### config.mk
export PLATFORM = sky130hd
export DESIGN_NAME = plmd_cfg_regs_flat
export DESIGN_NICKNAME = d
export VERILOG_FILES = /design/src/design/plmd_pkg.sv /design/src/design/plmd_if.sv /design/src/design/plmd_cfg_regs.sv /design/src/flat_wrapper.sv
export SDC_FILE = /design/constraint.sdc
export NUM_CORES = 1
export LEC_CHECK = 0
export ABC_AREA = 1
export BUFFER_PORTS_ARGS = -buffer_cell sky130_fd_sc_hd__buf_2
export CORE_ASPECT_RATIO = 0.5
export CORE_MARGIN = 3
export CORE_UTILIZATION = 48
export CTS_BUF_LIST = sky130_fd_sc_hd__clkbuf_4 sky130_fd_sc_hd__clkbuf_8
export DETAILED_ROUTE_END_ITERATION = 10
export PLACE_DENSITY = 0.82
export SYNTH_ARGS = -nofsm -noshare
export SYNTH_HDL_FRONTEND = slang
export SYNTH_SLANG_ARGS = --single-unit
### constraint.sdc
create_clock -name clk -period 1.4 [get_ports clk]
set_clock_uncertainty 0.2 [all_clocks]
set_input_delay 0.28 -clock clk [delete_from_list [all_inputs] [get_ports clk]]
set_output_delay 0.28 -clock clk [all_outputs]
set_load 0.02 [all_outputs]
### src/design/plmd_pkg.sv
package plmd_pkg;

  // Fixed-point format of coordinates and coefficients: signed Q4.28.
  localparam int FRAC_BITS  = 28;
  localparam int CFG_IDX_W  = 3;
  localparam int CFG_DATA_W = 32;

  typedef logic signed [31:0] q_t;
  typedef logic signed [63:0] wide_t;

  localparam wide_t Q_ONE    = 64'sd268435456;
  localparam wide_t RND_HALF = 64'sd134217728;
  localparam wide_t S32_MAX  = 64'sd2147483647;
  localparam wide_t S32_MIN  = -64'sd2147483648;

  // Register indexes of the configuration port.
  typedef enum logic [CFG_IDX_W-1:0] {
    REG_INV_FOCAL_X = 3'd0,
    REG_INV_FOCAL_Y = 3'd1,
    REG_CENTER_X    = 3'd2,
    REG_CENTER_Y    = 3'd3,
    REG_RADIAL_K1   = 3'd4,
    REG_RADIAL_K2   = 3'd5,
    REG_TANG_P1     = 3'd6,
    REG_TANG_P2     = 3'd7
  } reg_idx_t;

  // Register file contents as seen by the datapath.
  typedef struct packed {
    logic [23:0] inv_focal_x;
    logic [23:0] inv_focal_y;
    logic [15:0] center_x;
    logic [15:0] center_y;
    q_t          radial_k1;
    q_t          radial_k2;
    q_t          tangential_p1;
    q_t          tangential_p2;
  } cfg_t;

  // A saturated value together with its overflow flag.
  typedef struct packed {
    q_t   val;
    logic clip;
  } sat_t;

  // Clamp a wide signed value to the signed 32-bit range.
  function automatic sat_t sat32(input wide_t v);
    sat_t r;
    r.clip = 1'b1;
    if (v > S32_MAX) begin
      r.val = q_t'(S32_MAX);
    end else if (v < S32_MIN) begin
      r.val = q_t'(S32_MIN);
    end else begin
      r.val  = q_t'(v);
      r.clip = 1'b0;
    end
    return r;
  endfunction

  // Round a raw Q8.56 product to Q4.28 (half toward plus infinity) and clamp.
  function automatic sat_t rnd_sat(input wide_t p);
    wide_t t;
    t = p + RND_HALF;
    return sat32(t >>> FRAC_BITS);
  endfunction

endpackage

### src/design/plmd_if.sv


// Configuration write channel.
interface plmd_cfg_if;
  logic                            valid;
  logic                            ready;
  logic [plmd_pkg::CFG_IDX_W-1:0]  index;
  logic [plmd_pkg::CFG_DATA_W-1:0] data;

  modport source (output valid, output index, output data, input ready);
  modport sink (input valid, input index, input data, output ready);
endinterface

### src/design/plmd_cfg_regs.sv
module plmd_cfg_regs (
  input  logic           clk,
  input  logic           rst,
  plmd_cfg_if.sink       cfg,
  output plmd_pkg::cfg_t regs
);
  import plmd_pkg::*;

  // Writes are always taken.
  assign cfg.ready = 1'b1;

  // Register file with decode of the write index.
  always_ff @(posedge clk) begin
    if (rst) begin
      regs.inv_focal_x   <= 24'd33554;
      regs.inv_focal_y   <= 24'd33554;
      regs.center_x      <= 16'd5112;
      regs.center_y      <= 16'd3832;
      regs.radial_k1     <= '0;
      regs.radial_k2     <= '0;
      regs.tangential_p1 <= '0;
      regs.tangential_p2 <= '0;
    end else if (cfg.valid) begin
      unique case (reg_idx_t'(cfg.index))
        REG_INV_FOCAL_X: regs.inv_focal_x   <= cfg.data[23:0];
        REG_INV_FOCAL_Y: regs.inv_focal_y   <= cfg.data[23:0];
        REG_CENTER_X:    regs.center_x      <= cfg.data[15:0];
        REG_CENTER_Y:    regs.center_y      <= cfg.data[15:0];
        REG_RADIAL_K1:   regs.radial_k1     <= q_t'(cfg.data);
        REG_RADIAL_K2:   regs.radial_k2     <= q_t'(cfg.data);
        REG_TANG_P1:     regs.tangential_p1 <= q_t'(cfg.data);
        REG_TANG_P2:     regs.tangential_p2 <= q_t'(cfg.data);
        default: ;
      endcase
    end
  end

endmodule

### src/flat_wrapper.sv
// flat-port wrapper written by rule: the top's interface ports become plain ports
module plmd_cfg_regs_flat import plmd_pkg::*;
  (clk, rst, regs, cfg_valid, cfg_index, cfg_data, cfg_ready);
  plmd_cfg_if cfg_i ();
  input  logic clk;
  input  logic rst;
  output plmd_pkg::cfg_t regs;
  input wire logic [$bits(cfg_i.valid)-1:0] cfg_valid;
  input wire logic [$bits(cfg_i.index)-1:0] cfg_index;
  input wire logic [$bits(cfg_i.data)-1:0] cfg_data;
  output wire logic [$bits(cfg_i.ready)-1:0] cfg_ready;
  assign cfg_i.valid = cfg_valid;
  assign cfg_i.index = cfg_index;
  assign cfg_i.data = cfg_data;
  assign cfg_ready = cfg_i.ready;
  plmd_cfg_regs u_core (.clk(clk), .rst(rst), .cfg(cfg_i), .regs(regs));
endmodule
==> impl_metrics.tcl, run 1 <==
set metrics [dict create \
    cts_tree "done" \
    core_area_mm2 0.0159 \
    path_clk_slew_ps 90 \
    num_rows 32 \
    maxSlewViolCount 0 \
    hold_viol 0 \
    clkSinkCount 208 \
    ys_warn_count 0 \
    area_delta_synth_final_pct 56.3 \
    final_layout_size_suffix_gt1_frac 0.409 \
    leakage_nw 5.80 \
    maxCapViolCount 0 \
    vias 9729 \
    cts_made_buffers 29 \
    largest_register_ffs 208 \
    fin_crit_sh 1.22 \
    syn_inst 1150 \
    worst-path-max-fanout 7 \
    dp_slack_ps -158 \
    largest_registers "u_core.regs x208" \
    vias_per_cell 5.72 \
    rsz0062_at_grt "yes" \
    io_buffers 245 \
    clkLatencyLatePin_ps 560 \
    async_reset_ff_frac 0 \
    max-clock-path-buffers 3 \
    crit_path_max_incr_delay_ps 520 \
    htreeDepth 1 \
    critPathRequiredTime_ps 1620 \
    violations "negative setup slack" \
    outcome "complete, but fails checks" \
    worstPathArrival_ps 1930 \
    wl_per_cell_um 20.4 \
    chipHeight_um 97.2 \
    layout_setup_ws_ps -308 \
    ant_nets 0 \
    synth_top_area_cell "dfxtp_1" \
    hold_path.class "input port to flip-flop" \
    drt_wl_total_um 34700 \
    first_pass_iters 7 \
    yosysMostFrequentCell "nor2_1" \
    ys_seq_elements 208 \
    cts_root_buf "clkbuf_8" \
    finalSetupTns_ps -23130 \
    final_nets 1495 \
    synth_common_cells "nor2_1, nand2_1, dfxtp_1, nand3_1, buf_2" \
    ys_seq_area_frac 0.521 \
    synth.net_count 1188 \
    end_kind "flip-flop" \
    finalSetupViolCount 212 \
    grt_pass1_vias 9303 \
    critPathKind "input port to flip-flop" \
    ir_drop_uv 736 \
    overflow 0 \
    die_w_um 188 \
    fillers 923 \
    critical_path.slowest_cell "dlygate4sd3_1" \
    dp_hpwl_um 17500 \
    grt_pass1_wl_um 50300 \
    fmax_mhz 586 \
    gp_congestion 0.857 \
    grt_max_degree 53 \
    synth_edf_count 0 \
    die_area_mm2 0.0183 \
    antenna_cells 0 \
    crit_chain "dlygate4sd3_1, buf_2, clkinvlp_4, nand3_4, nand2_1, nor2_1" \
    syn_area_mm2 0.00799 \
    powerDensity_mw_per_mm2 1090 \
    synthTopCellsByArea "dfxtp_1, nor2_1, nand2_1" \
    drt-initial-drc-count 1138 \
    start_kind "input port" \
    synthDistinctLibCells 14 \
    regMostFlops "u_core.regs" \
    synth_area_per_cell_um2 6.94 \
    pin_count 247 \
    fin_crit_ps 1710 \
    start_util 0.504 \
    drc 0 \
    grt_usage 0.342 \
    antenna_found_initial 1 \
    synth_flop_cell "dfxtp_1" \
    synth_top_area_frac 0.521 \
]
==> final cells by class <==
class	count	area, um2	area share
Clock buffer	42	528	0.0423
Tap cell	221	277	0.0222
Multi-Input combinational cell	829	3400	0.272
Inverter	39	159	0.0127
Clock inverter	12	87.6	0.00702
Timing Repair Buffer	350	3610	0.289
Sequential cell	208	4420	0.354
==> critical path: cells and delay by family <==
family,cells,cell delay [ps]
buffers and inverters,3,930
and+or+nand+nor,3,700
==> placed cells by master, fill, tap and decap left out <==
| cell | count |
|---|---|
| nor2_1 | 365 |
| nand2_1 | 276 |
| buf_6 | 210 |
| dfxtp_2 | 208 |
| nand3_1 | 175 |
| buf_4 | 63 |
| buf_2 | 37 |
| inv_1 | 34 |
| clkbuf_8 | 34 |
| dlygate4sd3_1 | 22 |
| buf_12 | 17 |
| clkinv_2 | 10 |
| clkbuf_4 | 8 |
| nor2_2 | 6 |
| nor2_4 | 5 |
| clkinvlp_4 | 3 |
| inv_6 | 1 |
| clkinv_1 | 1 |
| inv_2 | 1 |
| nand3_4 | 1 |
| conb_1 | 1 |
| bufinv_16 | 1 |
| buf_16 | 1 |
==> cells by family (layout without fill, tap and decap cells) <==
| group | after synthesis | in the layout | synth area share |
|---|---|---|---|
| buffers and inverters | 113 | 443 | 0.0597 |
| flip-flops | 208 | 208 | 0.521 |
| other | 1 | 1 | 0.000470 |
| AND/OR/NAND/NOR | 828 | 828 | 0.418 |
==> what timing repair did <==
| item | in CTS | in global routing |
|---|---|---|
| hold buffers | 22 | 0 |
| setup endpoints to repair | 208 | 231 |
| setup buffers | 17 | 22 |
| gates resized for setup | 624 | 8 |
| pin swaps | 0 | 1 |
| endpoints found under the hold margin | 67 | 0 |
==> path summary, 6_finish.rpt <==
kind | endpoint | cells past startpoint | startpoint | slack [ps]
worst max register to register | u_core.regs[195]$_SDFFE_PP0P_ | 2 | u_core.regs[195]$_SDFFE_PP0P_ | 210
worst max-delay path | u_core.regs[195]$_SDFFE_PP0P_ | 6 | cfg_data[11] | -310
worst min-delay path | u_core.regs[2]$_SDFFE_PP0P_ | 6 | cfg_data[2] | 10
worst min register to register | u_core.regs[131]$_SDFFE_PP1P_ | 2 | u_core.regs[131]$_SDFFE_PP1P_ | 270
==> layer usage <==
metal,global-route usage,up-vias,share of wire
li1,-,4173,-
met3,0.0883,235,0.12
met5,0,-,0.00037
met1,0.386,4497,0.34
met2,0.593,822,0.47
met4,0.190,2,0.073
==> report_power, final <==
| part | internal [W] | total, W | leakage [nW] | switching [W] |
|---|---|---|---|---|
| combinational | 0.000854 | 0.00210 | 3.70 | 0.00124 |
| clock | 0.00263 | 0.00518 | 0.335 | 0.00255 |
| sequential | 0.00617 | 0.00634 | 1.76 | 0.000179 |
| total | 0.00965 | 0.0136 | 5.80 | 0.00397 |
==> through the flow <==
| step | instance area (um2) | hold slack [ps] | instances | util | total power (W) |
|---|---|---|---|---|---|
| after floorplan | 7990 | 193 | 1150 | - | 0.00732 |
| after global placement | 9760 | 238 | 1586 | 0.615 | 0.00792 |
| after detailed placement | 9760 | 250 | 1586 | 0.615 | 0.00797 |
| after CTS | 12300 | 3.58 | 1679 | 0.775 | 0.0133 |
| after global routing | 12500 | 27.2 | 1701 | 0.787 | 0.0140 |
| final | 12500 | 12.0 | 1701 | 0.787 | 0.0136 |
Note: power is estimated with default switching activity, not from simulation.
==> run 2: changes to the inputs <==
CORE_UTILIZATION = 53   (was 48)
PLACE_DENSITY = 0.85   (was 0.82)
clock period = 1.6 ns   (was 1.4 ns; I/O delays follow)
==> run 2 against run 1 <==
- the run now ends clean
- cell count down 4.5%
- worst setup slack improved by 330 ps
- critical path depth fell by 5
- first-iteration DRC count down 33%
- routed wire length fell by 26%
- global-route usage is 5.4 points lower
- sequential power fell by 14%
- non-clock buffer count down 51
- clock-buffer cell count up 4
- utilization down 4.1 points
- register-to-register slack better by 540 ps
- sequential share of layout area up 3.3 points
- critical path type is now flip-flop to output pin
- largest cell class unchanged
==> impl_metrics.tcl, run 2 (same netlist as run 1, synthesis figures left out) <==
set metrics [dict create \
    vias_per_cell 5.16 \
    wl_per_cell_um 15.9 \
    largest_register_ffs 208 \
    drc 0 \
    min_path_cells 5 \
    regMostFlops "u_core.regs" \
    pin_count 247 \
    grt_max_degree 57 \
    chipHeight_um 92.8 \
    crit_chain "buf_4" \
    antenna_found_initial 0 \
    critical_path.slowest_cell "dfxtp_1" \
    fin_crit_ps 1580 \
    dpl-instance-area_mm2 0.00966 \
    num_rows 31 \
    p_clk_frac 0.381 \
    worstPathArrival_ps 1060 \
    hold_path.class "input port to flip-flop" \
    crit_path_max_incr_delay_ps 360 \
    maxSlewViolCount 0 \
    timing.critical_path.max_delay_family "flip-flops" \
    layout_commonest_cell "nor2_1" \
    dp_hpwl_um 17000 \
    htreeDepth 1 \
    clkLatencyLatePin_ps 540 \
    grt_usage 0.288 \
    maxCapViolCount 0 \
    design_area_mm2 0.0109 \
    final_layout_size_suffix_gt1_frac 0.270 \
    fin_crit_sh 0.987 \
    worstHoldStart "cfg_data[23]" \
    first_pass_iters 5 \
    power.net_switching_w 0.00303 \
    critPathRequiredTime_ps 1080 \
    area_delta_synth_final_pct 36.3 \
    cp.depth 1 \
    largest_registers "u_core.regs x208" \
    fillers 1068 \
    holdPathEnd "u_core.regs[23]$_SDFFE_PP0P_" \
    combPwrFrac 0.133 \
    cts_tree "done" \
    post-route-util 0.746 \
    r2r_start "u_core.regs[71]$_SDFFE_PP0P_" \
    cts_root_buf "clkbuf_8" \
    grt_pass1_vias 7767 \
    powerDensity_mw_per_mm2 1040 \
    leakage_nw 5.28 \
    grt_pass1_wl_um 39200 \
    pwr-share-seq 0.486 \
    ir_drop_uv 500 \
    antenna_cells 0 \
    start_kind "flip-flop" \
    final_nets 1443 \
    fin_total_pwr_w 0.0113 \
    reg2reg_depth 2 \
    power.internal_w 0.00824 \
    cts_made_buffers 28 \
    drt_wl_total_um 25800 \
    critPathKind "flip-flop to output pin" \
    hold_viol 0 \
    vias 8386 \
    end_kind "output pin" \
    io_buffers 245 \
    core_area_mm2 0.0146 \
    overflow 0 \
    finalSetupViolCount 0 \
    start_util 0.548 \
    rr_endpoint "u_core.regs[71]$_SDFFE_PP0P_" \
    hold_slack_ps 77.9 \
    path_buf_inv 1 \
    ant_nets 0 \
    r2r_slack_ps 750 \
    path_clk_slew_ps 70 \
    power.share.switching 0.269 \
    finalSetupTns_ps 0 \
    die_area_mm2 0.0167 \
    final_cell_mix "nor2_1, nand2_1, nand3_1" \
    worst-path-max-fanout 2 \
    die_w_um 180 \
    gp_congestion 0.815 \
    clkSinkCount 208 \
    drt-initial-drc-count 766 \
    max-clock-path-buffers 3 \
    fmax_mhz 633 \
    outcome "completed" \
]
run 2: timing repair:
item	CTS	global route
hold buffers	21	0
buffers inserted	0	0
endpoints found under the setup margin	43	116
gates resized for setup	48	139
endpoints found under the hold margin	67	0
run 2: final cells by class:
type                            instances  area (um2)  share of cell area
Timing Repair Buffer                  299        2270               0.208
Clock buffer                           46         589              0.0542
Tap cell                              198         248              0.0228
Sequential cell                       208        4220               0.388
Clock inverter                          5        25.0             0.00230
Inverter                               39         151              0.0139
Multi-Input combinational cell        829        3380               0.311
run 2: stage by stage:
stage	worst slack, ps	std cells
6_report	20.4	1624
5_1_grt	-27.4	1624
4_1_cts	0.180	1624
3_5_place_dp	-1.36	1552
3_3_place_gp	30.0	1552
2_1_floorplan	199	1150
run 2: worst min-delay path: cells and delay by family:
kind / cells / cell delay, ps
simple gates: 3 / 220
buf+inv: 2 / 230
run 2: layer usage:
| layer | track usage | share of wire | up-vias |
|---|---|---|---|
| li1 | - | - | 4057 |
| met1 | 0.354 | 0.40 | 3857 |
| met2 | 0.495 | 0.48 | 389 |
| met3 | 0.0608 | 0.081 | 83 |
| met4 | 0.122 | 0.044 | 0 |
| met5 | 0 | 0 | - |
run 2: worst max path at each step:
stage | start | endpoint
floorplan | cfg_index[2] | u_core.regs[55]$_SDFFE_PP0P_
global placement | cfg_index[2] | u_core.regs[111]$_SDFFE_PP0P_
detailed placement | cfg_index[2] | u_core.regs[92]$_SDFFE_PP0P_
CTS | u_core.regs[99]$_SDFFE_PP0P_ | regs[99]
global route | u_core.regs[155]$_SDFFE_PP0P_ | regs[155]
finish | u_core.regs[130]$_SDFFE_PP0P_ | regs[130]
run 2: power by group through the flow:
stage | registers, W | clock network [W] | logic (W)
6_report | 0.00548 | 0.00429 | 0.00150
2_1_floorplan | 0.00579 | 0 | 0.000618
5_1_grt | 0.00549 | 0.00456 | 0.00163
3_3_place_gp | 0.00557 | 0 | 0.00134
4_1_cts | 0.00546 | 0.00434 | 0.00144
3_5_place_dp | 0.00558 | 0 | 0.00137
==> run 3: changes to the inputs <==
CORE_ASPECT_RATIO = not set   (was 0.5)
==> run 3 against run 2 <==
- sequential power is essentially flat
- critical endpoint is now regs[161]
- routed wire length grew 0.27%
- critical path depth is the same
- highest routed layer unchanged
- combinational power shrank 3%
- largest power group unchanged
- worst hold slack lost 48 ps
- flip-flop and latch count is the same
- design area shrank 2.5%
- die area shrank 0.54%
- total power grew 3.4%
==> impl_metrics.tcl, run 3 (same netlist as run 1, synthesis figures left out) <==
set metrics [dict create \
    relSlewSlack 0.617 \
    path_buf_inv 1 \
    finalSetupViolCount 0 \
    ir_drop_uv 910 \
    leakage_nw 5.29 \
    antenna_cells 0 \
    cts_root_buf "clkbuf_8" \
    drt_wl_total_um 25900 \
    start_kind "flip-flop" \
    die_w_um 129 \
    cts_tree "done" \
    dp_slack_ps 20.1 \
    area_delta_synth_final_pct 32.9 \
    layout_commonest_cell "nor2_1" \
    first_pass_iters 6 \
    io_buffers 245 \
    end_kind "output pin" \
    ant_nets 0 \
    fin_crit_sh 0.985 \
    maxSlewViolCount 0 \
    start_util 0.545 \
    max-clock-path-buffers 3 \
    largest_registers "u_core.regs x208" \
    final_cell_mix "nor2_1, nand2_1, buf_2" \
    grt_pass1_wl_um 39100 \
    layout_setup_ws_ps 24.1 \
    path_clk_slew_ps 70 \
    core_area_mm2 0.0146 \
    worst-path-max-fanout 2 \
    cts_made_buffers 34 \
    final_layout_size_suffix_gt1_frac 0.249 \
    critical_path.slowest_cell "dfxtp_1" \
    maxCapViolCount 0 \
    hold_path.class "input port to flip-flop" \
    chipHeight_um 129 \
    tightest_slew_ps 574 \
    timing.critical_path.max_delay_family "flip-flops" \
    dp_hpwl_um 17000 \
    crit_chain "buf_4" \
    critPathKind "flip-flop to output pin" \
    pin_count 247 \
    vias_per_cell 5.29 \
    fin_crit_ps 1580 \
    design_area_mm2 0.0106 \
    critPathRequiredTime_ps 1080 \
    grt_max_degree 51 \
    hold_slack_ps 29.5 \
    die_area_mm2 0.0166 \
    clkLatencyLatePin_ps 500 \
    outcome "completed" \
    largest_register_ffs 208 \
    regMostFlops "u_core.regs" \
    wl_per_cell_um 16.0 \
    drc 0 \
    clkSinkCount 208 \
    drt-initial-drc-count 799 \
    powerDensity_mw_per_mm2 1100 \
    antenna_found_initial 0 \
    grt_usage 0.297 \
    overflow 0 \
    worstPathArrival_ps 1060 \
    gp_congestion 0.878 \
    hold_viol 0 \
    post-route-util 0.725 \
    final_nets 1447 \
    crit_path_max_incr_delay_ps 370 \
    vias 8545 \
    fmax_mhz 635 \
    htreeDepth 2 \
    num_rows 44 \
    dpl-instance-area_mm2 0.00967 \
    grt_pass1_vias 7741 \
    post_cts_buffers 0 \
]
run 3: cell count changes in the layout (fill, tap and decap cells not counted), moves of 4 or more:
cell | previous run | this run
dfxtp_2 | 44 | 4
buf_4 | 144 | 41
dlygate4sd3_1 | 21 | 17
dfxtp_1 | 164 | 204
clkbuf_4 | 7 | 16
buf_2 | 112 | 218
run 3: area by class of cell:
| type | count | area [um2] |
|---|---|---|
| Sequential cell | 208 | 4170 |
| Fill cell | 1123 | 4030 |
| Multi-Input combinational cell | 829 | 3380 |
| Timing Repair Buffer | 297 | 1980 |
| Clock buffer | 57 | 691 |
| Tap cell | 184 | 230 |
| Inverter | 39 | 151 |
| Clock inverter | 2 | 10.0 |
run 3: power by group:
group | total (W) | internal, W | switching (W)
Combinational | 0.00145 | 0.000495 | 0.000957
Sequential | 0.00547 | 0.00537 | 0.000105
Clock | 0.00474 | 0.00271 | 0.00203
run 3: what timing repair did:
item                                   4_1_cts  5_1_grt
endpoints found under the hold margin       36        0
setup endpoints to repair                    9       19
gates resized for setup                     11       23
hold buffers                                17        0
gates cloned                                 0        0
run 3: layer usage:
layer,global-route usage,vias up,wire length (um),part of all wire
li1,-,4070,-,-
met1,0.342,3921,9560,0.37
met2,0.514,478,12600,0.49
met3,0.0789,76,2660,0.10
met4,0.141,0,1060,0.041
met5,0,-,0,0
run 3: metrics by stage:
| step | setup TNS [ps] | instances | power (W) |
|---|---|---|---|
| final | 0 | 1616 | 0.0117 |
| after global routing | -8.52 | 1616 | 0.0121 |
| after CTS | 0 | 1616 | 0.0117 |
| after detailed placement | 0 | 1540 | 0.00696 |
| after global placement | 0 | 1540 | 0.00693 |
| after floorplan | 0 | 1150 | 0.00640 |
run 3: final timing paths:
check                                                   start                            end  slack, ps  depth (start not counted)
worst min-delay path                             cfg_data[24]   u_core.regs[88]$_SDFFE_PP0P_         30                          5
worst max-delay path            u_core.regs[161]$_SDFFE_PP1P_                      regs[161]         20                          1
worst min register to register  u_core.regs[135]$_SDFFE_PP1P_  u_core.regs[135]$_SDFFE_PP1P_        280                          2
worst max register to register  u_core.regs[127]$_SDFFE_PP0P_  u_core.regs[127]$_SDFFE_PP0P_        750                          2
run 3: worst register-to-register path, cell delays in order (launching register included):
cell and delay (ps):
dfxtp_1 320, nor2_1 150, nor2_1 70
